`config.mk`:
```
export PLATFORM = sky130hd
export DESIGN_NAME = led_blink_pattern_generator_core
export DESIGN_NICKNAME = d
export VERILOG_FILES = /design/src/hdl/lbpg_pkg.sv /design/src/hdl/lbpg_step.sv /design/src/hdl/led_blink_pattern_generator_core.sv
export SDC_FILE = /design/constraint.sdc
export NUM_CORES = 1
export LEC_CHECK = 0
export BUFFER_PORTS_ARGS = -buffer_cell sky130_fd_sc_hd__buf_2
export CAP_MARGIN = 20
export CORE_UTILIZATION = 55
export CTS_CLUSTER_SIZE = 16
export DETAILED_ROUTE_END_ITERATION = 8
export GPL_TIMING_DRIVEN = 0
export HOLD_SLACK_MARGIN = 0.12
export PLACE_DENSITY = 0.78
export SYNTH_ARGS = -nofsm -noshare
export SYNTH_HDL_FRONTEND = slang
export SYNTH_SLANG_ARGS = --single-unit
```
`constraint.sdc`:
```
create_clock -name clk_i -period 9 [get_ports clk_i]
set_input_delay 0 -clock clk_i [delete_from_list [all_inputs] [get_ports clk_i]]
set_output_delay 0 -clock clk_i [all_outputs]
set_load 0.02 [all_outputs]
```
`src/hdl/lbpg_pkg.sv`:
```
package lbpg_pkg;

  // Command codes carried by each request.
  localparam logic [1:0] CMD_UPDATE   = 2'd0;
  localparam logic [1:0] CMD_SET_MODE = 2'd1;
  localparam logic [1:0] CMD_SET_LOCK = 2'd2;

  // LED modes.
  localparam logic [2:0] MODE_OFF    = 3'd0;
  localparam logic [2:0] MODE_ON     = 3'd1;
  localparam logic [2:0] MODE_SLOW   = 3'd2;
  localparam logic [2:0] MODE_FAST   = 3'd3;
  localparam logic [2:0] MODE_DOUBLE = 3'd4;
  localparam logic [2:0] MODE_TRIPLE = 3'd5;

  // Configuration register map (register index = paddr[3:2]).
  localparam int unsigned ADDR_W = 4;
  localparam int unsigned DATA_W = 32;
  localparam logic [1:0] REG_SLOW   = 2'd0;
  localparam logic [1:0] REG_FAST   = 2'd1;
  localparam logic [1:0] REG_DOUBLE = 2'd2;
  localparam logic [1:0] REG_TRIPLE = 2'd3;

  localparam logic [15:0] SLOW_RESET   = 16'd1000;
  localparam logic [15:0] FAST_RESET   = 16'd200;
  localparam logic [15:0] DOUBLE_RESET = 16'd200;
  localparam logic [15:0] TRIPLE_RESET = 16'd150;

  typedef struct packed {
    logic [15:0] slow;
    logic [15:0] fast;
    logic [15:0] dbl;
    logic [15:0] tpl;
  } period_cfg_t;

  typedef struct packed {
    logic [2:0] mode;
    logic [3:0] step;
    logic       toggle;
    logic       drive;
    logic       lock;
  } pat_state_t;

endpackage

```
`src/hdl/lbpg_step.sv`:
```
module lbpg_step #(
  parameter int unsigned TIME_WIDTH = 16
) (
  input  logic [1:0]              cmd_i,
  input  logic [15:0]             ms_passed_i,
  input  logic [2:0]              new_mode_i,
  input  logic                    lock_flag_i,
  input  lbpg_pkg::period_cfg_t   cfg_i,
  input  lbpg_pkg::pat_state_t    state_i,
  input  logic [TIME_WIDTH-1:0]   elapsed_i,
  output lbpg_pkg::pat_state_t    state_o,
  output logic [TIME_WIDTH-1:0]   elapsed_o
);

  localparam int unsigned CmpW = (TIME_WIDTH > 16) ? TIME_WIDTH : 16;
  localparam int unsigned SumW = CmpW + 1;

  logic [SumW-1:0]       sum;
  logic [TIME_WIDTH-1:0] sat;
  logic [CmpW-1:0]       period;
  logic                  expired;
  logic [3:0]            step_inc;
  lbpg_pkg::pat_state_t  st;
  logic [TIME_WIDTH-1:0] el;

  // The elapsed count saturates instead of wrapping.
  assign sum = SumW'(elapsed_i) + SumW'(ms_passed_i);
  assign sat = (|sum[SumW-1:TIME_WIDTH]) ? {TIME_WIDTH{1'b1}} : sum[TIME_WIDTH-1:0];

  always_comb begin
    case (state_i.mode)
      lbpg_pkg::MODE_SLOW:   period = CmpW'(cfg_i.slow);
      lbpg_pkg::MODE_FAST:   period = CmpW'(cfg_i.fast);
      lbpg_pkg::MODE_DOUBLE: period = CmpW'(cfg_i.dbl);
      lbpg_pkg::MODE_TRIPLE: period = CmpW'(cfg_i.tpl);
      default:               period = '0;
    endcase
  end

  assign expired  = CmpW'(sat) >= period;
  assign step_inc = state_i.step + 4'd1;

  always_comb begin
    st = state_i;
    el = sat;
    case (cmd_i)
      lbpg_pkg::CMD_UPDATE: begin
        case (state_i.mode)
          lbpg_pkg::MODE_OFF: st.drive = 1'b0;
          lbpg_pkg::MODE_ON:  st.drive = 1'b1;
          lbpg_pkg::MODE_SLOW, lbpg_pkg::MODE_FAST: begin
            if (expired) begin
              st.toggle = ~state_i.toggle;
              st.drive  = ~state_i.toggle;
              el        = '0;
            end
          end
          lbpg_pkg::MODE_DOUBLE: begin
            if (expired) begin
              st.step = step_inc;
              el      = '0;
              if (step_inc inside {4'd1, 4'd3}) begin
                st.drive = 1'b1;
              end else if (step_inc inside {4'd2, 4'd4}) begin
                st.drive = 1'b0;
              end else if (step_inc >= 4'd6) begin
                st.step = 4'd0;
              end
            end
          end
          lbpg_pkg::MODE_TRIPLE: begin
            if (expired) begin
              st.step = step_inc;
              el      = '0;
              if (step_inc[0] && step_inc <= 4'd5) begin
                st.drive = 1'b1;
              end else if (!step_inc[0] && step_inc <= 4'd6) begin
                st.drive = 1'b0;
              end else if (step_inc >= 4'd8) begin
                st.step = 4'd0;
              end
            end
          end
          default: ;
        endcase
      end
      lbpg_pkg::CMD_SET_MODE: begin
        // A mode change restarts the pattern unless locked; the mode command itself leaves the LED level as it is.
        if (new_mode_i != state_i.mode && !state_i.lock) begin
          st.mode = new_mode_i;
          st.step = 4'd0;
          el      = '0;
        end
      end
      lbpg_pkg::CMD_SET_LOCK: st.lock = lock_flag_i;
      default: ;
    endcase
  end

  assign state_o   = st;
  assign elapsed_o = el;

endmodule

```
`src/hdl/led_blink_pattern_generator_core.sv`:
```
// LED blink pattern generator.
// Requests arrive on the input channel (in_valid_i / in_stall_o) with a command,
// the milliseconds passed since the previous request, a requested mode and a
// lock flag. Each accepted request updates the pattern state and produces exactly
// one result (LED level, mode in effect, lock flag) on the output channel
// (out_valid_o / out_stall_i).
// The result of an accepted request is registered. Throughput is one request per
// cycle while in_stall_o is low; the whole state update is a single pass of
// compare and step logic feeding the state registers.
// When the receiver stalls, one further request is taken into a skid register;
// after that in_stall_o rises until the output drains.
// Reset clears the pattern state to mode off, LED off, unlocked, and loads the
// default intervals (1000, 200, 200, 150 ms). Write the intervals through the APB
// port at byte addresses 0, 4, 8 and 12 while the block is idle; it is not enforced.
module led_blink_pattern_generator_core #(
  parameter int unsigned TIME_WIDTH = 16
) (
  input  logic                          clk_i,
  input  logic                          rst_ni,
  input  logic                          in_valid_i,
  output logic                          in_stall_o,
  input  logic [1:0]                    cmd_i,
  input  logic [15:0]                   ms_passed_i,
  input  logic [2:0]                    new_mode_i,
  input  logic                          lock_flag_i,
  output logic                          out_valid_o,
  input  logic                          out_stall_i,
  output logic                          led_on_o,
  output logic [2:0]                    mode_now_o,
  output logic                          is_locked_o,
  input  logic                          psel,
  input  logic                          penable,
  input  logic                          pwrite,
  input  logic [lbpg_pkg::ADDR_W-1:0]   paddr,
  input  logic [lbpg_pkg::DATA_W-1:0]   pwdata,
  output logic [lbpg_pkg::DATA_W-1:0]   prdata,
  output logic                          pready
);

  lbpg_pkg::period_cfg_t cfg_q;
  lbpg_pkg::pat_state_t  state_q, state_d;
  logic [TIME_WIDTH-1:0] elapsed_q, elapsed_d;
  logic                  cfg_wr;
  logic [1:0]            reg_idx;
  logic                  in_acc;
  logic                  out_busy;
  logic                  out_vld_q, skid_vld_q;
  logic [4:0]            out_q, skid_q, res;

  // ---------------- configuration port ----------------
  assign pready  = 1'b1;
  assign reg_idx = paddr[3:2];
  assign cfg_wr  = psel && penable && pwrite;

  always_ff @(posedge clk_i or negedge rst_ni) begin
    if (!rst_ni) begin
      cfg_q.slow <= lbpg_pkg::SLOW_RESET;
      cfg_q.fast <= lbpg_pkg::FAST_RESET;
      cfg_q.dbl  <= lbpg_pkg::DOUBLE_RESET;
      cfg_q.tpl  <= lbpg_pkg::TRIPLE_RESET;
    end else if (cfg_wr) begin
      case (reg_idx)
        lbpg_pkg::REG_SLOW:   cfg_q.slow <= pwdata[15:0];
        lbpg_pkg::REG_FAST:   cfg_q.fast <= pwdata[15:0];
        lbpg_pkg::REG_DOUBLE: cfg_q.dbl  <= pwdata[15:0];
        lbpg_pkg::REG_TRIPLE: cfg_q.tpl  <= pwdata[15:0];
        default: ;
      endcase
    end
  end

  always_comb begin
    case (reg_idx)
      lbpg_pkg::REG_SLOW:   prdata = lbpg_pkg::DATA_W'(cfg_q.slow);
      lbpg_pkg::REG_FAST:   prdata = lbpg_pkg::DATA_W'(cfg_q.fast);
      lbpg_pkg::REG_DOUBLE: prdata = lbpg_pkg::DATA_W'(cfg_q.dbl);
      lbpg_pkg::REG_TRIPLE: prdata = lbpg_pkg::DATA_W'(cfg_q.tpl);
      default:              prdata = '0;
    endcase
  end

  // ---------------- pattern state ----------------
  assign in_stall_o = skid_vld_q;
  assign in_acc     = in_valid_i && !skid_vld_q;

  lbpg_step #(
    .TIME_WIDTH (TIME_WIDTH)
  ) u_step (
    .cmd_i       (cmd_i),
    .ms_passed_i (ms_passed_i),
    .new_mode_i  (new_mode_i),
    .lock_flag_i (lock_flag_i),
    .cfg_i       (cfg_q),
    .state_i     (state_q),
    .elapsed_i   (elapsed_q),
    .state_o     (state_d),
    .elapsed_o   (elapsed_d)
  );

  always_ff @(posedge clk_i or negedge rst_ni) begin
    if (!rst_ni) begin
      state_q   <= '0;
      elapsed_q <= '0;
    end else if (in_acc) begin
      state_q   <= state_d;
      elapsed_q <= elapsed_d;
    end
  end

  // Result fields packed as {drive, mode, lock}.
  assign res = {state_d.drive, state_d.mode, state_d.lock};

  // ---------------- output register and skid stage ----------------
  assign out_busy = out_vld_q && out_stall_i;

  always_ff @(posedge clk_i or negedge rst_ni) begin
    if (!rst_ni) begin
      out_vld_q  <= 1'b0;
      skid_vld_q <= 1'b0;
    end else if (out_busy) begin
      if (in_acc) begin
        skid_vld_q <= 1'b1;
      end
    end else if (skid_vld_q) begin
      out_vld_q  <= 1'b1;
      skid_vld_q <= 1'b0;
    end else begin
      out_vld_q <= in_acc;
    end
  end

  always_ff @(posedge clk_i) begin
    if (out_busy) begin
      if (in_acc) begin
        skid_q <= res;
      end
    end else if (skid_vld_q) begin
      out_q <= skid_q;
    end else if (in_acc) begin
      out_q <= res;
    end
  end

  assign out_valid_o = out_vld_q;
  assign led_on_o    = out_q[4];
  assign mode_now_o  = out_q[3:1];
  assign is_locked_o = out_q[0];

  // ---------------- assertions ----------------
  a_skid_needs_out: assert property (@(posedge clk_i) disable iff (!rst_ni)
    skid_vld_q |-> out_vld_q)
    else $error("skid register holds a result while the output register is empty");

  a_result_follows: assert property (@(posedge clk_i) disable iff (!rst_ni)
    (in_acc && !out_busy) |=> (out_vld_q && !skid_vld_q))
    else $error("accepted request did not reach the output register");

  a_mode_change_clears: assert property (@(posedge clk_i) disable iff (!rst_ni)
    (in_acc && cmd_i == lbpg_pkg::CMD_SET_MODE && !state_q.lock
      && new_mode_i != state_q.mode)
    |=> (elapsed_q == '0 && state_q.step == 4'd0))
    else $error("mode change did not restart the pattern");

  a_lock_holds_mode: assert property (@(posedge clk_i) disable iff (!rst_ni)
    (in_acc && state_q.lock && cmd_i != lbpg_pkg::CMD_SET_LOCK)
    |=> $stable(state_q.mode))
    else $error("mode changed while locked");

endmodule
```
# Word level (Yosys, flattened, before mapping)
# Cells that the tools add are included.
dict set report classes {
  add_sub_neg 2
  n_mul 0
  n_div 0
  n_lt_le_gt_ge 5
  eq_ne 20
  shift 0
  muxes 34
  n_bitwise 2
  reduce_logical 27
}
# op count
set ops {}
lappend ops {{one-hot mux 32 bit (4 select lines)} 1}
lappend ops {{two-way mux 16 bit} 4}
lappend ops {{one-hot mux 16 bit (4 select lines)} 1}
lappend ops {{two-way mux 4 bit} 8}
lappend ops {{one-hot mux 16 bit (2 select lines)} 1}
lappend ops {{adder 16 x 16 -> 17 bit} 1}
lappend ops {{>= comparator 16 bit} 1}
lappend ops {{one-hot mux 4 bit (2 select lines)} 2}
lappend ops {{AND reduction 2 bit} 6}
lappend ops {{two-way mux 1 bit} 11}
lappend ops {{two-way mux 5 bit} 2}
lappend ops {{equality test 4 x 2 -> 1 bit, second input constant} 2}
lappend ops {{<= comparator 4 x 3 -> 1 bit, second input constant} 2}
lappend ops {{nonzero test 2 bit} 4}
lappend ops {{logical AND 1 bit} 7}
lappend ops {{two-way mux 7 bit} 1}
lappend ops {{equality test 2 bit, second input constant} 3}
lappend ops {{equality test 3 x 2 -> 1 bit, second input constant} 2}
lappend ops {{equality test 3 bit, second input constant} 2}
lappend ops {{inequality test 3 x 2 -> 1 bit, second input constant} 2}
lappend ops {{AND reduction 6 bit} 1}
lappend ops {{one-hot mux 1 bit (5 select lines)} 1}
lappend ops {{adder 4 x 1 -> 4 bit, second input constant} 1}
lappend ops {{equality test 2 x 1 -> 1 bit, second input constant} 2}
lappend ops {{other kinds (18)} 22}
dict set report word_totals {
  register_bits 102
  latchBits 0
  ram_bits 0
  mem_bits_ro 0
  n_memories 0
}

# Logic depth before layout (Yosys ltp)
# Gate-level depths: netlist of run 1.
dict set report logic_depth {
  depth_word 10
  ltp_mapped 20
}

# Hierarchy
# A second synthesis of run 1 with hierarchy kept.
dict set report unflattened {
  cells_unflattened 593
  hier_area_um2 6852.8
}
# module instances cells_each area_per_inst_um2 seq_area_each_um2
set modules_own_cells {}
lappend modules_own_cells {led_blink_pattern_generator_core 1 257 4391.7 2622.5}
lappend modules_own_cells {lbpg_step 1 336 2461.1 0.0}

# Worst setup path after synthesis of run 1
# OpenSTA, ideal clock, no wires.
dict set report synth_path {
  path_kind {register -> register}
  start {register elapsed_q[0]}
  end {register out_q[4], data pin}
  setup_time_ns 0.255
  arrival_time_ns 4.103
  required_ns 8.745
  path_slack_ns 4.642
  path_stages_with_launch 19
  period_less_slack_ns 4.358
  path_cell_list {dfrtp_1 ha_1 fa_1 a211oi_1 o21ai_1 a21o_2 o211a_1 o21ai_1 nand2b_1 clkbuf_1 nand2b_1 ha_1 a211oi_1 nor2_1 nor4_1 o21bai_4 o311ai_1 o311ai_1 a31o_1}
}
dict set report synth_between {
  elab_chain_len 8
  elab_cells_between_ends 10
  cone_classes {1 x add/sub; 1 x order compare; 8 x mux}
}
# item line_no
set synth_lines {}
lappend synth_lines {{from (decl)} led_blink_pattern_generator_core.sv:42} ;# logic [TIME_WIDTH-1:0] elapsed_q, elapsed_d;
lappend synth_lines {{from (signal assigned)} led_blink_pattern_generator_core.sv:106} ;# elapsed_q <= elapsed_d;
lappend synth_lines {{adder 16 x 16 -> 17 bit (*)} lbpg_step.sv:27} ;# assign sum = SumW'(elapsed_i) + SumW'(ms_passed_i);
lappend synth_lines {{two-way mux 16 bit (*)} lbpg_step.sv:28} ;# assign sat = (|sum[SumW-1:TIME_WIDTH]) ? {TIME_WIDTH{1'b1}} : sum[TIME_WIDTH-1:0];
lappend synth_lines {{>= comparator 16 bit (*)} lbpg_step.sv:40} ;# assign expired = CmpW'(sat) >= period;
lappend synth_lines {{two-way mux 1 bit (tied with other cells)} lbpg_step.sv:72} ;# if (expired) begin
lappend synth_lines {{one-hot mux 1 bit (5 select lines) (*)} lbpg_step.sv:48} ;# case (state_i.mode)
lappend synth_lines {{two-way mux 1 bit (*)} lbpg_step.sv:46} ;# case (cmd_i)
lappend synth_lines {{two-way mux 5 bit (*)} led_blink_pattern_generator_core.sv:139} ;# end else if (in_acc) begin
lappend synth_lines {{two-way mux 5 bit (*)} led_blink_pattern_generator_core.sv:137} ;# end else if (skid_vld_q) begin
lappend synth_lines {{to (signal assigned)} led_blink_pattern_generator_core.sv:138} ;# out_q <= skid_q;
lappend synth_lines {{to (signal assigned)} led_blink_pattern_generator_core.sv:140} ;# out_q <= res;
lappend synth_lines {{to (decl)} led_blink_pattern_generator_core.sv:48} ;# logic [4:0] out_q, skid_q, res;
# Every way passes the cells marked *; elsewhere a longest branch is shown, timed or not. The select of a mux whose other input is x is not followed.
# A chain may end at the register's enable or synchronous reset.

# Worst setup path after layout of run 1
# Ends and elaborated chain as after synthesis.

==> results of run 1 <==
-- metal layers --
layer  vias to the layer above  part of all wire
met4                         0             0.017
met5                         -                 0
met3                        24             0.063
li1                       2351                 -
met1                      2533              0.43
met2                       221              0.49
-- power breakdown --
part | internal (W) | switching [W] | total, W
logic | 0.000492 | 0.000617 | 0.00111
clock network | 0.000197 | 0.000199 | 0.000397
registers | 0.000605 | 0.0000974 | 0.000702
-- layout make-up --
type                       instances  area [um^2]
clock inverter                     7         73.8
sequential                       102         2620
clock buffer                       9          225
fill                             847         3540
buffer                            42          233
inverter                          19         71.3
multi-input combinational        418         3520
timing repair buffer              93          616
tap                              140          175
-- logic make-up (layout without fill, tap and decap cells) --
family | after synthesis | in the layout | share of synthesized area
compound gates | 147 | 147 | 0.172
xor+xnor | 17 | 17 | 0.0233
fa+ha+maj | 37 | 37 | 0.0736
buf+inv | 61 | 170 | 0.0476
flops | 102 | 102 | 0.410
mux | 89 | 89 | 0.185
other cells | 2 | 17 | 0.00118
simple gates | 111 | 111 | 0.0868
-- cells in the final DEF, fill, tap and decap left out, types with 3 or more instances in the layout --
master and n:
clkbuf_16 9, a221o_1 14, buf_2 69, o21ai_1 5, edfxtp_1 10, nor3_1 13, mux2_2 69, buf_4 18
nand2_1 23, o21ai_0 34, conb_1 17, a21oi_1 20, mux4_2 16, nor4_1 3, o21bai_1 4, nand4_1 5
inv_1 15, nor2_1 27, nand2b_1 15, clkbuf_1 19, or2_2 3, dfrtp_1 76, xor2_1 8, dfstp_2 16
xnor2_1 9, a211oi_1 7, and2_1 4, nor2b_1 6, nand3_1 3, inv_2 4, o311ai_1 3, ha_1 36
a221oi_1 3, a21o_1 4, or2_1 3, dlygate4sd3_1 25, a22o_1 28
-- critical path: cells and delay by family, from the launching register on --
family | cells | cell delay, ns
compound gates | 10 | 2.27
fa+ha+maj | 3 | 0.97
buf+inv | 1 | 0.24
flops | 1 | 0.39
simple gates | 4 | 0.91
-- worst max-delay path by stage --
stage,startpoint,to,slack [ns],cells after the start
5_1_grt,elapsed_q[0],out_q[4],3.57,18
3_5_place_dp,elapsed_q[0],out_q[4],4.01,18
2_1_floorplan,elapsed_q[0],out_q[4],4.64,18
3_3_place_gp,elapsed_q[0],out_q[4],4.13,18
6_report,elapsed_q[0],out_q[4],3.97,18
4_1_cts,elapsed_q[0],out_q[4],4.00,18
-- per-stage QoR --
stage          utilization  std cells
2_1_floorplan            -        581
3_3_place_gp         0.628        788
3_5_place_dp         0.631        789
4_1_cts              0.680        830
5_1_grt              0.680        830
6_report             0.680        830
-- state kept, by name, indices dropped and copies added (netlist names) --
signal and flops:
state_q 10, skid_q 5, out_q 5, cfg_q 64, elapsed_q 16, in_stall_o 1
out_valid_o 1
==> run metrics, run 1 <==
TritonRoute pass-1 iters 5; GR Layer Usage met3 0.0433; Critical Path Source Type register; Crit path required time 9.11 ns; CTS tree yes; max-slew violations 0; Setup Crit Path Kind register to register; level count of the clock H-tree 3; Final ANT Viol Nets 0; Setup WS pre-CTS 4.01 ns; CTS Hold Bufs 25; CP max stage delay 0.45 ns; worst clock skew 0.0104 ns; GRT Max-Usage Layer met2; count leader, synth dfrtp_1; Worst-path clk slew 0.08 ns; post-route DRC violation count 0; post-route clock period utilization 0.559; CP Cell Sequence ha_1, fa_1, a211oi_1, o21ai_1, a21o_2, o211a_1, o21ai_1, nand2b_1, clkbuf_1, nand2b_1, ha_1, a211oi_1, nor2_1, nor4_1, o21bai_4, o311ai_1, o311ai_1, a31o_1; full die area 0.0121 mm^2; clock buffer depth 2; fin worst setup slack 3.97 ns; met2 Use GR 0.449; crit path max-delay cell type nor4_1; number of vias per cell 6.18; Async SR Flop Fraction 0.902; Syn Inst Count 566; Clk Latency, worst-skew pair 0.36 ns; number of port buffers 67; RD Place Congestion 0.878; WL per Instance 18.4 um; final setup vio count 0; Netlist cell types 64; Resize count post-CTS 0; Root Buffer clkbuf_16; antenna cells 0; layout cells sized above 1 0.319; design area 0.00753 mm^2; critical-path maximum fanout 10; Die W 110 um; final HPWL from detailed placement 11,000 um; Nets 787; most area-consuming cells after synthesis dfrtp_1, mux2_2, ha_1; total global routing overflow 0; Final Critical Period 5.03 ns; CP Capture Type register; Post-Synthesis Cell Area 0.00639 mm^2; P_leak 3.32 nW; Reg2Reg Depth 18; starting density of the core 0.577; cell row count 38; reg2reg start elapsed_q[0]; placed cell areas 0.00699 mm^2; Commonest cells post-synth dfrtp_1, mux2_2, ha_1; flop-to-flop setup slack 3.97 ns; # IOs 105; pwr dens 293 mW/mm^2; RSZ-0062 raised after global routing false; Post-Route WL 15,300 um; largest net degree at the start of global routing 63; Via Count 5,129; M1 GR Usage 0.352; Final Hold Fails 0; RR Endpoint out_q[4]; commonest register cell after synthesis dfrtp_1; Max-Cap Viols 0; post-synth top area cell dfrtp_1; sequential fraction of the synthesis area 0.410; relative max-transition margin 0.219; core area 0.0111 mm^2; DRT iter0 DRCs 341; count of warnings emitted by yosys 0; Area growth syn-to-layout 17.9%; Fmax achieved 0.199 GHz; wire length of the first global-routing pass 24,600 um; Syn Area/Cell 11.3 um^2; status finished, final reports clean; post-CTS setup repair buffer count 0; Clock Sinks 102; TritonCTS Buffers 9; Synth top area share 0.298; Hold Path Class input port to asynchronous set/reset pin; WP data arrival 5.14 ns; total power 0.00221 W; Worst Hold Slack 0.143 ns; peak supply drop 0.152 mV; All-Layer GR Usage 0.270; Setup TNS 0 ns; post-synthesis register bit count 102; worst-margin pin slew 1.16 ns; initial antenna violation count 0; EDFF count, synth 10; Die H 110 um; vias in the first global route 5,076
Power figures use the tool's default switching activity.
==> inputs of run 2 (changes only) <==
--- a/config.mk
+++ b/config.mk
@@ -7,12 +7,12 @@
 export LEC_CHECK = 0
 export BUFFER_PORTS_ARGS = -buffer_cell sky130_fd_sc_hd__buf_2
 export CAP_MARGIN = 20
-export CORE_UTILIZATION = 55
+export CORE_UTILIZATION = 52
 export CTS_CLUSTER_SIZE = 16
 export DETAILED_ROUTE_END_ITERATION = 8
 export GPL_TIMING_DRIVEN = 0
 export HOLD_SLACK_MARGIN = 0.12
-export PLACE_DENSITY = 0.78
+export PLACE_DENSITY = 0.77
 export SYNTH_ARGS = -nofsm -noshare
 export SYNTH_HDL_FRONTEND = slang
 export SYNTH_SLANG_ARGS = --single-unit
==> constraint.sdc (replaced) <==
create_clock -name clk_i -period 4.07 [get_ports clk_i]
set_input_delay 0 -clock clk_i [delete_from_list [all_inputs] [get_ports clk_i]]
set_output_delay 0 -clock clk_i [all_outputs]
set_load 0.02 [all_outputs]
==> run metrics, run 2 (synthesis results as in run 1) <==
status finished with violations (was finished, final reports clean); violated checks setup timing; fin cells 858 (was 830); Fillers 904 (was 847); hold-critical path endpoint elapsed_q[0]; number of vias per cell 6.18 (about the same); Via Count 5,302 (was 5,129); flop-to-flop setup slack -0.28 ns (was 3.97 ns); critical-path maximum fanout 6 (was 10); post-route clock period utilization 1.07 (was 0.559); Nets 808 (was 787); RD Place Congestion 0.864 (was 0.878); Die H 113 um (was 110 um); pwr dens 698 mW/mm^2 (was 293 mW/mm^2); P_leak 3.49 nW (was 3.32 nW); Worst-path clk slew 0.07 ns (was 0.08 ns); WL per Instance 19.3 um (was 18.4 um); worst hold path startpoint cmd_i[0]; antenna cells 0 (unchanged); core area 0.0120 mm^2 (was 0.0111 mm^2); worst-margin pin slew 1.11 ns (was 1.16 ns); relative max-transition margin 0.252 (was 0.219); Clk Latency, worst-skew pair 0.35 ns (was 0.36 ns); Area growth syn-to-layout 25.2% (was 17.9%); worst clock skew 0.00797 ns (was 0.0104 ns); CP Capture Type register (unchanged); DRT iter0 DRCs 432 (was 341); CP Cell Sequence ha_2, fa_2, a211oi_4, o21ai_2, a21o_2, o211a_1, o21ai_1, nand2b_1, or2_1, ha_1, and4_1, o21ai_1, a31oi_1, o21ai_1, a21oi_4, nor2_4, o311a_4, buf_6, a22o_1 (was ha_1, fa_1, a211oi_1, o21ai_1, a21o_2, o211a_1, o21ai_1, nand2b_1, clkbuf_1, nand2b_1, ha_1, a211oi_1, nor2_1, nor4_1, o21bai_4, o311ai_1, o311ai_1, a31o_1); most common cell after layout, fill and taps aside dfrtp_1 (unchanged); commonest cells after routing, fill and taps aside dfrtp_1, mux2_2, buf_2, buf_4 (was dfrtp_1, mux2_2, buf_2, ha_1, o21ai_0); RR Endpoint elapsed_q[13] (was out_q[4]); Final ANT Viol Nets 0 (unchanged); Crit path required time 4.31 ns (was 9.11 ns); largest net degree at the start of global routing 72 (was 63); Final Critical Period 4.35 ns (was 5.03 ns); vias in the first global route 5,262 (was 5,076); RSZ-0062 raised after global routing true (was false); wire length of the first global-routing pass 26,100 um (was 24,600 um); Setup TNS -5.06 ns (was 0 ns); layout cells sized above 1 0.387 (was 0.319); Critical Path Source Type register (unchanged); TritonCTS Buffers 9 (unchanged); full die area 0.0127 mm^2 (was 0.0121 mm^2); placed cell count 796 (was 789); Fmax achieved 0.230 GHz (was 0.199 GHz); TritonRoute pass-1 iters 5 (unchanged); Final Hold Fails 0 (unchanged); level count of the clock H-tree 3 (unchanged); cell row count 40 (was 38); Top reg by flops cfg_q (unchanged); Worst path depth 19 (was 18); utilization after layout 0.666 (was 0.680); max reg flops 64 (unchanged); total global routing overflow 0 (unchanged); Setup Crit Path Kind register to register (unchanged); peak supply drop 0.354 mV (was 0.152 mV); All-Layer GR Usage 0.262 (was 0.270); Worst Hold Slack 0.158 ns (was 0.143 ns); CTS tree yes (unchanged); cell family with most CP delay compound AO/OA/AOI/OAI gates (unchanged); clock buffer depth 2 (unchanged); Hold Path Class input port to register (was input port to asynchronous set/reset pin); Max-Cap Viols 0 (unchanged); fin worst setup slack -0.279 ns (was 3.97 ns); max-slew violations 0 (unchanged); # IOs 105 (unchanged); Post-Route WL 16,500 um (was 15,300 um); CP max stage delay 0.40 ns (was 0.45 ns); most frequent CP cell o21ai_1; Die W 113 um (was 110 um); Reg2Reg Depth 19 (was 18); reg2reg start elapsed_q[0] (unchanged); CP bufs+invs 1 (unchanged); Largest regs cfg_q: 64 flops, elapsed_q: 16 flops, state_q: 10 flops (unchanged); Worst Hold Path Cells 4; final setup vio count 23 (was 0); WP data arrival 4.59 ns (was 5.14 ns); Clock Sinks 102 (unchanged); Root Buffer clkbuf_16 (unchanged); number of port buffers 67 (unchanged); initial antenna violation count 0 (unchanged); starting density of the core 0.532 (was 0.577); post-route DRC violation count 0 (unchanged); crit path max-delay cell type dfrtp_1 (was nor4_1); final HPWL from detailed placement 11,200 um (was 11,000 um)
[run 2: cell count changes in the layout (fill, tap and decap cells not counted), moves of 4 or more]
cell      change
buf_4        +14
buf_6         +4
ha_1          -6
ha_4          +4
nand2b_1      -5
nand2b_4      +5
o21ai_0       -4
[run 2: power breakdown]
part / switching [W] / internal [W] / leakage [nW]
combinational: 0.00167 / 0.00150 / 2.15
sequential: 0.000229 / 0.00134 / 1.20
clock: 0.000403 / 0.000441 / 0.142
total: 0.00231 / 0.00328 / 3.49
[run 2: worst register-to-register path: stages (launching register included)]
cell      delay [ns]
dfrtp_1         0.40
ha_2            0.21
fa_2            0.37
a211oi_4        0.25
o21ai_2         0.09
a21o_2          0.22
o211a_1         0.22
o21ai_1         0.13
nand2b_1        0.16
or2_1           0.30
ha_1            0.35
and4_1          0.21
o21ai_1         0.07
a31oi_1         0.14
o21ai_1         0.10
a21oi_4         0.24
nor2_4          0.10
o311a_4         0.36
buf_6           0.15
a22o_1          0.18
[run 2: stage by stage]
step | worst slack (ns) | total power, W | instance area (um^2)
5_1_grt | -0.488 | 0.00593 | 8000
4_1_cts | -0.256 | 0.00533 | 7870
3_5_place_dp | -0.611 | 0.00405 | 7040
6_report | -0.279 | 0.00559 | 8000
2_1_floorplan | -0.00512 | 0.00342 | 6490
3_3_place_gp | -0.460 | 0.00391 | 7010
[run 2: worst max path at each step]
stage	slack (ns)	from	end
2_1_floorplan	-0.005	elapsed_q[0]	out_q[4]
3_3_place_gp	-0.46	elapsed_q[0]	state_q[4]
3_5_place_dp	-0.61	elapsed_q[0]	state_q[4]
4_1_cts	-0.26	elapsed_q[0]	out_q[4]
5_1_grt	-0.49	elapsed_q[0]	elapsed_q[8]
6_report	-0.28	elapsed_q[0]	elapsed_q[13]
[run 2: what timing repair did]
action / 4_1_cts / 5_1_grt
cloned: 2 / 0
setup buffers: 12 / 6
pin swaps: 34 / 7
hold buffers: 26 / 0
endpoints found under the setup margin: 24 / 24
resized for setup: 34 / 12
hold endpoints to repair: 154 / 0
[run 2: cell type report]
class,instances,area (um^2),share of cell area
clock buffer,10,239,0.0299
tap,147,184,0.0230
timing repair buffer,114,817,0.102
clock inverter,6,51.3,0.00641
sequential,102,2620,0.328
inverter,19,71.3,0.00891
multi-input combinational,418,3770,0.472
buffer,42,243,0.0303
[run 2: routing by layer]
| layer | routed length (um) | global-route usage |
|---|---|---|
| met4 | 421 | 0.0800 |
| met5 | 0 | 0 |
| met3 | 1050 | 0.0471 |
| met2 | 8200 | 0.460 |
| met1 | 6850 | 0.331 |
==> inputs of run 3 (changes only) <==
--- a/config.mk
+++ b/config.mk
@@ -15,4 +15,5 @@
 export PLACE_DENSITY = 0.77
 export SYNTH_ARGS = -nofsm -noshare
 export SYNTH_HDL_FRONTEND = slang
+export SYNTH_HIERARCHICAL = 1
 export SYNTH_SLANG_ARGS = --single-unit
==> run metrics, run 3 <==
CP max stage delay 0.42 ns (was 0.40 ns); CP Capture Type register (unchanged); Synth Area in Compound Gates 0.114 (was 0.172); Hold Path Class input port to asynchronous set/reset pin (was input port to register); Crit path required time 4.31 ns (about the same); fin worst setup slack -0.439 ns (was -0.279 ns); Final Critical Period 4.51 ns (was 4.35 ns); Fmax achieved 0.222 GHz (was 0.230 GHz); All-Layer GR Usage 0.270 (was 0.262); layout cells sized above 1 0.484 (was 0.387); # IOs 105 (unchanged); Die H 117 um (was 113 um); flop-to-flop setup slack -0.44 ns (was -0.28 ns); post-route DRC violation count 0 (unchanged); WL per Instance 19.0 um (was 19.3 um); P_leak 3.98 nW (was 3.49 nW); crit path max-delay cell type dfrtp_1 (unchanged); CP Cell Sequence ha_4, fa_2, a211oi_2, nor3_2, o21ai_2, a21oi_2, or3_4, a211oi_4, nor2_4, ha_4, nand4_1, nor3_2, o21a_2, a21oi_4, buf_4, o41ai_4, buf_4, buf_8, nor2_1, mux2_4 (was ha_2, fa_2, a211oi_4, o21ai_2, a21o_2, o211a_1, o21ai_1, nand2b_1, or2_1, ha_1, and4_1, o21ai_1, a31oi_1, o21ai_1, a21oi_4, nor2_4, o311a_4, buf_6, a22o_1); Setup TNS -9.00 ns (was -5.06 ns); post-synthesis register bit count 102 (unchanged); pwr dens 770 mW/mm^2 (was 698 mW/mm^2); clock buffer depth 2 (unchanged); post-synthesis mux area share 0.260 (was 0.185); Final ANT Viol Nets 0 (unchanged); Critical Path Source Type register (unchanged); post-synth top area cell dfrtp_1 (unchanged); largest family of logic cells by synthesized area multiplexers (unchanged); max reg flops 64 (unchanged); count leader, synth mux2_2 (was dfrtp_1); peak supply drop 0.402 mV (was 0.354 mV); CP bufs+invs 3 (was 1); full die area 0.0136 mm^2 (was 0.0127 mm^2); Syn Area/Cell 11.6 um^2 (was 11.3 um^2); EDFF count, synth 10 (unchanged); Worst-path clk slew 0.07 ns (about the same); Post-Route WL 18,000 um (was 16,500 um); Setup Crit Path Kind register to register (unchanged); post-route clock period utilization 1.11 (was 1.07); Max-Cap Viols 0 (unchanged); DRT iter0 DRCs 296 (was 432); largest net degree at the start of global routing 63 (was 72); status finished with violations (unchanged); Commonest cells post-synth mux2_2, dfrtp_1, ha_1 (was dfrtp_1, mux2_2, ha_1); Synth top area share 0.278 (was 0.298); Async SR Flop Fraction 0.902 (unchanged); level count of the clock H-tree 3 (unchanged); cell row count 41 (was 40); Reg2Reg Depth 20 (was 19); sequential fraction of the synthesis area 0.383 (was 0.410); core area 0.0127 mm^2 (was 0.0120 mm^2); Netlist cell types 74 (was 64); Simple-Gate Fraction of Synth Area 0.102 (was 0.0868); Die W 117 um (was 113 um); RR Endpoint elapsed_q[0] (was elapsed_q[13]); initial antenna violation count 0 (unchanged); commonest cells after routing, fill and taps aside mux2_2, buf_4, buf_2, dfrtp_1 (was dfrtp_1, mux2_2, buf_2, buf_4); Nets 877 (was 808); TritonRoute pass-1 iters 5 (unchanged); most common cell after layout, fill and taps aside mux2_2 (was dfrtp_1); XOR/XNOR Fraction of Synth Area 0.0192 (was 0.0233); RSZ-0062 raised after global routing true (unchanged); cell family with most CP delay compound AO/OA/AOI/OAI gates (unchanged); most area-consuming cells after synthesis dfrtp_1, mux2_2, ha_1 (unchanged); CTS tree yes (unchanged); utilization after layout 0.699 (was 0.666); Worst Hold Slack 0.120 ns (was 0.158 ns); Syn Inst Count 593 (was 566); RD Place Congestion 0.874 (was 0.864); Clock Sinks 102 (unchanged); fin cells 949 (was 858); Post-Synthesis Cell Area 0.00685 mm^2 (was 0.00639 mm^2); violated checks setup timing (unchanged); antenna cells 0 (unchanged); max-slew violations 0 (unchanged); count of warnings emitted by yosys 6 (was 0); Fillers 908 (was 904); worst clock skew 0.00834 ns (was 0.00797 ns); commonest register cell after synthesis dfrtp_1 (unchanged); Via Count 5,546 (was 5,302); WP data arrival 4.75 ns (was 4.59 ns); TritonCTS Buffers 9 (unchanged); number of port buffers 69 (was 67); total global routing overflow 0 (unchanged); wire length of the first global-routing pass 27,600 um (was 26,100 um); relative max-transition margin 0.522 (was 0.252); final setup vio count 24 (was 23); reg2reg start elapsed_q[0] (unchanged); worst-margin pin slew 0.717 ns (was 1.11 ns); vias in the first global route 5,409 (was 5,262); critical-path maximum fanout 5 (was 6); number of vias per cell 5.84 (was 6.18); Largest regs cfg_q: 64 flops, elapsed_q: 16 flops, state_q: 10 flops (unchanged); placed cell count 850 (was 796); Root Buffer clkbuf_16 (unchanged); Clk Latency, worst-skew pair 0.36 ns (was 0.35 ns); Area growth syn-to-layout 29.8% (was 25.2%); Final Hold Fails 0 (unchanged); Synth Area in Adders 0.0741 (was 0.0736); starting density of the core 0.539 (was 0.532); Top reg by flops cfg_q (unchanged); final HPWL from detailed placement 11,600 um (was 11,200 um)
==> run 3: cell types whose count changed after synthesis, sizes merged, moves of 6 or more <==
cell | previous run | this run
mux2i | 2 | 30
a22o | 28 | 1
mux2 | 71 | 98
o21ai | 39 | 17
buf | 23 | 37
a221o | 14 | 1
clkbuf | 19 | 6
o22ai | 2 | 13
a21oi | 21 | 30
nand2b | 15 | 24
inv | 19 | 11
nand2 | 23 | 29
o21a | 0 | 6
or2 | 6 | 0
==> run 3: worst register-to-register path: cells and delay by family, from the launching register on <==
family                   cells  cell delay, ns
flip-flops                   1            0.42
multiplexers                 1            0.27
AND/OR/NAND/NOR              6            1.01
adder cells (fa/ha/maj)      3            0.81
AO/OA/AOI/OAI                7            1.40
buffers and inverters        3            0.50
==> run 3: stage by stage <==
step | total power (W) | cell area (um^2) | setup WS (ns)
finish | 0.00685 | 8900 | -0.439
global route | 0.00727 | 8900 | -0.488
CTS | 0.00624 | 8610 | -0.339
detailed placement | 0.00474 | 7580 | -0.740
global placement | 0.00460 | 7550 | -0.668
floorplan | 0.00397 | 6990 | -0.00531
==> run 3: how the worst max path moves through the flow <==
stage	startpoint	to	slack [ns]	depth (start not counted)
after global placement	elapsed_q[0]	elapsed_q[15]	-0.67	18
final	elapsed_q[0]	elapsed_q[0]	-0.44	20
after detailed placement	elapsed_q[0]	elapsed_q[7]	-0.74	18
after floorplan	elapsed_q[0]	out_q[4]	-0.005	18
after CTS	elapsed_q[0]	elapsed_q[5]	-0.34	18
after global routing	elapsed_q[0]	out_q[4]	-0.49	19
==> run 3: cell families (layout without fill, tap and decap cells) <==
logic type | count (synthesis) | after routing
other | 2 | 17
flip-flops | 102 | 102
multiplexers | 144 | 144
buffers and inverters | 54 | 222
AO/OA/AOI/OAI | 109 | 110
adder cells (fa/ha/maj) | 40 | 40
AND/OR/NAND/NOR | 127 | 127
XOR/XNOR | 15 | 15
==> run 3: routing by layer <==
metal  global-route usage  share of wire  vias up
li1                     -              -     2546
met1                0.340           0.41     2755
met2                0.468           0.51      199
met3               0.0386          0.047       46
met4                0.114          0.032        0
met5                    0              0        -
==> run 3: repair_timing <==
| item | CTS | global route |
|---|---|---|
| hold endpoints to repair | 157 | 0 |
| hold buffers | 24 | 0 |
| buffers inserted | 42 | 21 |
| endpoints found under the setup margin | 24 | 24 |
| resized for setup | 38 | 38 |
| pin swaps | 17 | 18 |
| cloned | 2 | 0 |
==> run 3: power breakdown <==
part / switching [W] / leakage, nW / internal (W)
registers: 0.000254 / 1.18 / 0.00136
logic: 0.00216 / 2.65 / 0.00221
clock network: 0.000409 / 0.146 / 0.000459
==> run 3: cell type report <==
type                       instances  area, um^2  share of cell area
buffer                            41         310              0.0349
clock buffer                      12         256              0.0288
clock inverter                     4        37.5             0.00422
inverter                          11        41.3             0.00464
multi-input combinational        453        4340               0.487
sequential                       102        2620               0.295
tap                              172         215              0.0242
timing repair buffer             154        1080               0.121
